`src/rtl/bts_pkg.sv`:
```
`default_nettype none
// ----------------------------------------------------------------------------
// bts_pkg
// Shared widths, codes and types of the bilinear texture sampler.
// ----------------------------------------------------------------------------
package bts_pkg;

  localparam int COORD_W = 18;   // signed coordinate, 16 fraction bits
  localparam int FRAC_W  = 16;
  localparam int IDX_W   = 16;
  localparam int CH_W    = 8;
  localparam int RGB_W   = 3 * CH_W;
  localparam int SIZE_W  = 9;
  localparam int POS_W   = 8;    // integer texel position
  localparam int ADDR_W  = 18;   // computed row-major texel address
  localparam int CFG_IDX_W = 2;
  localparam int LANES   = 3;
  localparam int TAPS    = 4;

  localparam int MAX_TEXELS_DEF  = 65536;
  localparam int WEIGHT_BITS_DEF = 8;

  localparam logic [SIZE_W-1:0] SIZE_MIN   = SIZE_W'(2);
  localparam logic [SIZE_W-1:0] SIZE_MAX   = SIZE_W'(256);
  localparam logic [SIZE_W-1:0] SIZE_RESET = SIZE_W'(256);

  localparam logic [CFG_IDX_W-1:0] CFG_TEXTURE_WIDTH  = CFG_IDX_W'(0);
  localparam logic [CFG_IDX_W-1:0] CFG_TEXTURE_HEIGHT = CFG_IDX_W'(1);

  localparam logic OP_LOAD   = 1'b0;
  localparam logic OP_SAMPLE = 1'b1;

  // tap order: 0 (x0,y0), 1 (x1,y0), 2 (x1,y1), 3 (x0,y1)
  typedef struct packed {
    logic                        vld;
    logic                        smp;
    logic [TAPS-1:0][ADDR_W-1:0] addr;
    logic [TAPS-1:0]             oob;
    logic                        wr_ok;
    logic [IDX_W-1:0]            wr_idx;
    logic [RGB_W-1:0]            wr_rgb;
  } fetch_t;

endpackage
`default_nettype wire

```
`src/rtl/bts_lane.sv`:
```
`default_nettype none
// ----------------------------------------------------------------------------
// bts_lane
// One color channel: weighted tap products, then sum with rounding.
// ----------------------------------------------------------------------------
module bts_lane #(
  parameter int WEIGHT_BITS = bts_pkg::WEIGHT_BITS_DEF
) (
  input  wire logic                                        clk,
  input  wire logic                                        en,
  input  wire logic [bts_pkg::TAPS-1:0][2*WEIGHT_BITS:0]   wts,
  input  wire logic [bts_pkg::TAPS-1:0][bts_pkg::CH_W-1:0] taps,
  output logic [bts_pkg::CH_W-1:0]                         chan
);
  import bts_pkg::*;

  localparam int PR_W  = 2 * WEIGHT_BITS + 1 + CH_W;
  localparam int SUM_W = PR_W + 2;

  logic [TAPS-1:0][PR_W-1:0] prod_r;
  logic [SUM_W-1:0]          sum;
  logic [SUM_W-1:0]          q;

  // one multiplier per tap
  always_ff @(posedge clk) begin
    if (en) begin
      for (int i = 0; i < TAPS; i++) begin
        prod_r[i] <= PR_W'(wts[i] * taps[i]);
      end
    end
  end

  // sum, round half up, saturate to a byte
  always_comb begin
    sum = SUM_W'(prod_r[0]) + SUM_W'(prod_r[1]) + SUM_W'(prod_r[2]) + SUM_W'(prod_r[3])
        + (SUM_W'(1) << (2 * WEIGHT_BITS - 1));
    q   = sum >> (2 * WEIGHT_BITS);
    chan = (q > SUM_W'(255)) ? {CH_W{1'b1}} : q[CH_W-1:0];
  end

endmodule
`default_nettype wire

```
`config.mk`:
```
export PLATFORM = sky130hd
export DESIGN_NAME = bts_lane
export DESIGN_NICKNAME = d
export VERILOG_FILES = /design/src/rtl/bts_pkg.sv /design/src/rtl/bts_lane.sv
export SDC_FILE = /design/constraint.sdc
export NUM_CORES = 1
export LEC_CHECK = 0
export ABC_AREA = 1
export ABC_CLOCK_PERIOD_IN_PS = 6800
export BUFFER_PORTS_ARGS = -buffer_cell sky130_fd_sc_hd__buf_2
export CAP_MARGIN = 30
export CELL_PAD_IN_SITES_DETAIL_PLACEMENT = 1
export CELL_PAD_IN_SITES_GLOBAL_PLACEMENT = 1
export CORE_AREA = 2 2 284 286
export DETAILED_ROUTE_END_ITERATION = 8
export DIE_AREA = 0 0 286 288
export GPL_TIMING_DRIVEN = 0
export PLACE_DENSITY = 0.66
export SLEW_MARGIN = 25
export SYNTH_ARGS = -nofsm -noshare
export SYNTH_HDL_FRONTEND = slang
export SYNTH_SLANG_ARGS = --single-unit
```
`constraint.sdc`:
```
create_clock -name clk -period 6.8 [get_ports clk]
set_input_delay 1.36 -clock clk [delete_from_list [all_inputs] [get_ports clk]]
set_output_delay 1.36 -clock clk [all_outputs]
set_load 0.05 [all_outputs]
```
== After elaboration in Yosys (flattened, before gate mapping) ==
Index checks and enable logic that the tools add are counted.

* Flip-flop bits (word level): 100
* Bits of input ports: 102
* Output and inout bits: 8
* Logic and storage cells: 14

* Multiply operators: 4
* Add/subtract/negate cells: 4
* Order comparisons: 1
* Multiplexer cells: 1

{| class="wikitable"
|+ Operator list
! cell !! count
|-
| $mul 17x8->25 || 4
|-
| $add 26x25->27 || 1
|-
| $add 27x16->27 const B || 1
|-
| $add 27x25->27 || 1
|-
| $add 25x25->26 || 1
|-
| $gt 11x8->1 const B || 1
|-
| $mux 8 || 1
|}

== Longest topological paths before layout ==
* Depth in word-level cells: 6
* Gate-level depth with buffers: 21
* Mapped depth without buffers: 20

== Least setup slack after synthesis ==
No wires, ideal clock.

* Path kind: in2reg
* From: input taps[5] in the netlist's numbering
* To: register prod_r[22] in the netlist's numbering (data pin)
* Stages: 16
* Path slack: 1.412 ns
* Data required time: 6.541 ns
* Arrival: 5.130 ns
* Setup time: 0.259 ns
* Buffers on the path: 2
* Path through: clkbuf_1 -> clkbuf_1 -> nand2_1 -> fa_1 -> inv_1 -> fa_1 -> inv_1 -> fa_1 -> inv_1 -> fa_1 -> ha_1 -> a21oi_1 -> o21ai_0 -> a211oi_1 -> nand3_1 -> xor2_1

* Cells in the longest elaborated chain, start to end: 1

{| class="wikitable"
|+ RTL lines
! item !! line !! text
|-
| start: declaration || bts_lane.sv:12 || <nowiki>input wire logic [bts_pkg::TAPS-1:0][bts_pkg::CH_W-1:0] taps,</nowiki>
|-
| $mul 17x8->25 || bts_lane.sv:28 || <nowiki>prod_r[i] <= PR_W'(wts[i] * taps[i]);</nowiki>
|-
| end signal: indexed assignment || bts_lane.sv:28 ||
|-
| end: declaration || bts_lane.sv:20 || <nowiki>logic [TAPS-1:0][PR_W-1:0] prod_r;</nowiki>
|}

No other way between the ends.
A chain may end at the register's enable or synchronous reset.

== Worst setup path after layout ==
Ends and elaborated chain as after synthesis.

==> impl_metrics.yaml <==
global_routing:
  gr-total-overflow: 0
  track_usage_pct: 16.8
  antenna_found_initial: 0
  grt_pass1_vias: 21000
  grt_max_degree: 82
  grt_pass1_wl_um: 111000
layout:
  regArea_mm2: 0.00300
  stdcell_count: 4288
  drive_gt1_share_pct: 2.08
  fillers: 9915
  largest_reg_flops: 100
  top_regs: "prod_r: 100 flops"
  n_antenna_cell: 0
  multi_input_area_mm2: 0.0174
  top_register: "prod_r"
  fin_nets: 3961
  area_delta_synth_final_pct: 7.02
timing:
  finalMaxSlewViolations: 0
  max_clock_freq_mhz: 166
  final_hold_viol_count: 0
  min_period_ns: 6.03
  max_slew_margin_pct: 54.3
  setup_viol: 0
  post-route-period-util_pct: 88.6
  worstMarginPinSlew_ns: 0.685
  finalSetupTns_ns: 0
  rsz0062_at_grt: "false"
synthesis:
  ys_seq_area_share_pct: 12.3
  synth_cell_types: 39
  synth_ff_type: "edfxtp_1"
  syn_nets: 3940
  syn-cell-area_mm2: 0.0245
  synth_top_area_share_pct: 33.5
  avgSynthCellArea_um2: 7.64
  syn-instance-count: 3202
  synthTopCellsByCount: "inv_1, nand2_1, fa_1"
  synth_most_common_cell: "inv_1"
  yosysWarnings: 0
  ys_seq_elements: 100
  async_flop_share_pct: 0
  ys_top_cells_by_area: "fa_1, inv_1, nand2_1"
  synth_largest_area_cell: "fa_1"
  synth_edf_count: 100
cts:
  post_cts_resized: 0
  htreeDepth: 3
  cts-root-buf: "clkbuf_16"
  cts.sink_count: 100
  cts.clk_slew.worst_paths_ns: 0.08
  cts_buffers: 9
  cts_setup_buffers: 0
  tritoncts: "built"
  clock_path_buffers: 2
  holdBufCountCts: 0
critical_path:
  critPathLaunch: "taps[5]"
  cp_cell_sequence: "clkbuf_1 > clkbuf_1 > nand2_1 > fa_1 > inv_1 > fa_1 > inv_1 > fa_1 > inv_1 > fa_1 > ha_1 > a21oi_1 > o21ai_0 > a211oi_1 > nand3_1 > xor2_1"
  crit_path_max_fanout: 10
  critPathTopFamily: "adder cells"
  start_kind: "input port"
  crit_buf_inv: 5
  slowest_stage: "fa_1"
  cpMostUsedCell: "fa_1"
  required_ns: 6.95
  max_stage_delay_ns: 0.56
  endpoint_kind: "flip-flop"
  worstPathArrival_ns: 6.18
  critPathKind: "input port to flip-flop"
placed_design:
  place_hpwl_um: 58000
  dp.cells: 4272
  port_buffers: 9
  place.gp.congestion: 0.843
route:
  drt_wl_total_um: 66100
  wl_per_cell_um: 15.4
  drc: 0
  vias: 19100
  dr.pass1.iters: 5
  viasPerCell: 4.44
  ant_nets: 0
  drtIter0Drc: 705
floorplan:
  initial_core_util_pct: 30.7
  dieHeight_um: 288
  ioPinCount: 110
  die_w_um: 286
  dieArea_mm2: 0.0824
  rows: 104
  core_area_mm2: 0.0796
min_path:
  hold_class: "input port to flip-flop"
  holdCritStartpoint: "en"
job:
  cap_violations: 0
status:
  run_status: "complete, no violations"
==> area by class of cell <==
cell class / count / share of cell area, %
Multi-Input combinational cell: 2028 / 66.5
Inverter: 938 / 13.5
Sequential cell: 100 / 11.5
Tap cell: 1060 / 5.07
Buffer: 136 / 2.00
Clock buffer: 9 / 0.860
Clock inverter: 7 / 0.330
Timing Repair Buffer: 10 / 0.301
==> metal layers <==
metal	GRT usage, %	routed length (um)	vias up
met2	30.5	33300	180
li1	-	-	9347
met5	0	0	-
met4	1.95	564	0
met3	1.22	1350	38
met1	22.5	30900	9485
==> per-stage QoR <==
| stage | cell area [um^2] | worst slack [ns] | hold slack [ns] | util, % |
|---|---|---|---|---|
| floorplan | 24500 | 1.41 | 1.47 | - |
| global placement | 25800 | 0.341 | 1.89 | 32.4 |
| detailed placement | 25900 | 0.321 | 1.73 | 32.5 |
| CTS | 26200 | 0.683 | 1.35 | 32.9 |
| global route | 26200 | 0.371 | 1.36 | 32.9 |
| finish | 26200 | 0.773 | 1.36 | 32.9 |
==> logic make-up after synthesis <==
logic type,count (synthesis),share of synthesized area (%)
flops,100,12.3
buf+inv,1074,16.5
xor+xnor,84,3.01
compound gates,213,5.01
fa+ha+maj,636,45.1
simple gates,1095,18.1
==> cell usage in the layout, fill, tap and decap left out, drive strengths merged <==
cell	instances
a211oi	2
a21boi	3
a21o	12
a21oi	117
a31oi	5
and2	6
buf	14
bufinv	1
clkbuf	141
clkinv	3
clkinvlp	1
edfxtp	100
fa	409
ha	227
inv	940
nand2	840
nand3	77
nand3b	3
nand4	26
nor2	112
nor3	23
nor3b	1
nor4	7
o211ai	4
o21a	1
o21ai	57
o21bai	11
o31ai	1
xnor2	27
xor2	57
==> worst paths after layout <==
kind	slack, ns	endpoint	depth (start not counted)
worst max-delay path	0.77	prod_r[22]	16
worst min-delay path	1.36	prod_r[79]	1
Power is not shown: default switching activity piles up to over one toggle a cycle in this logic, so the estimate is an artifact.
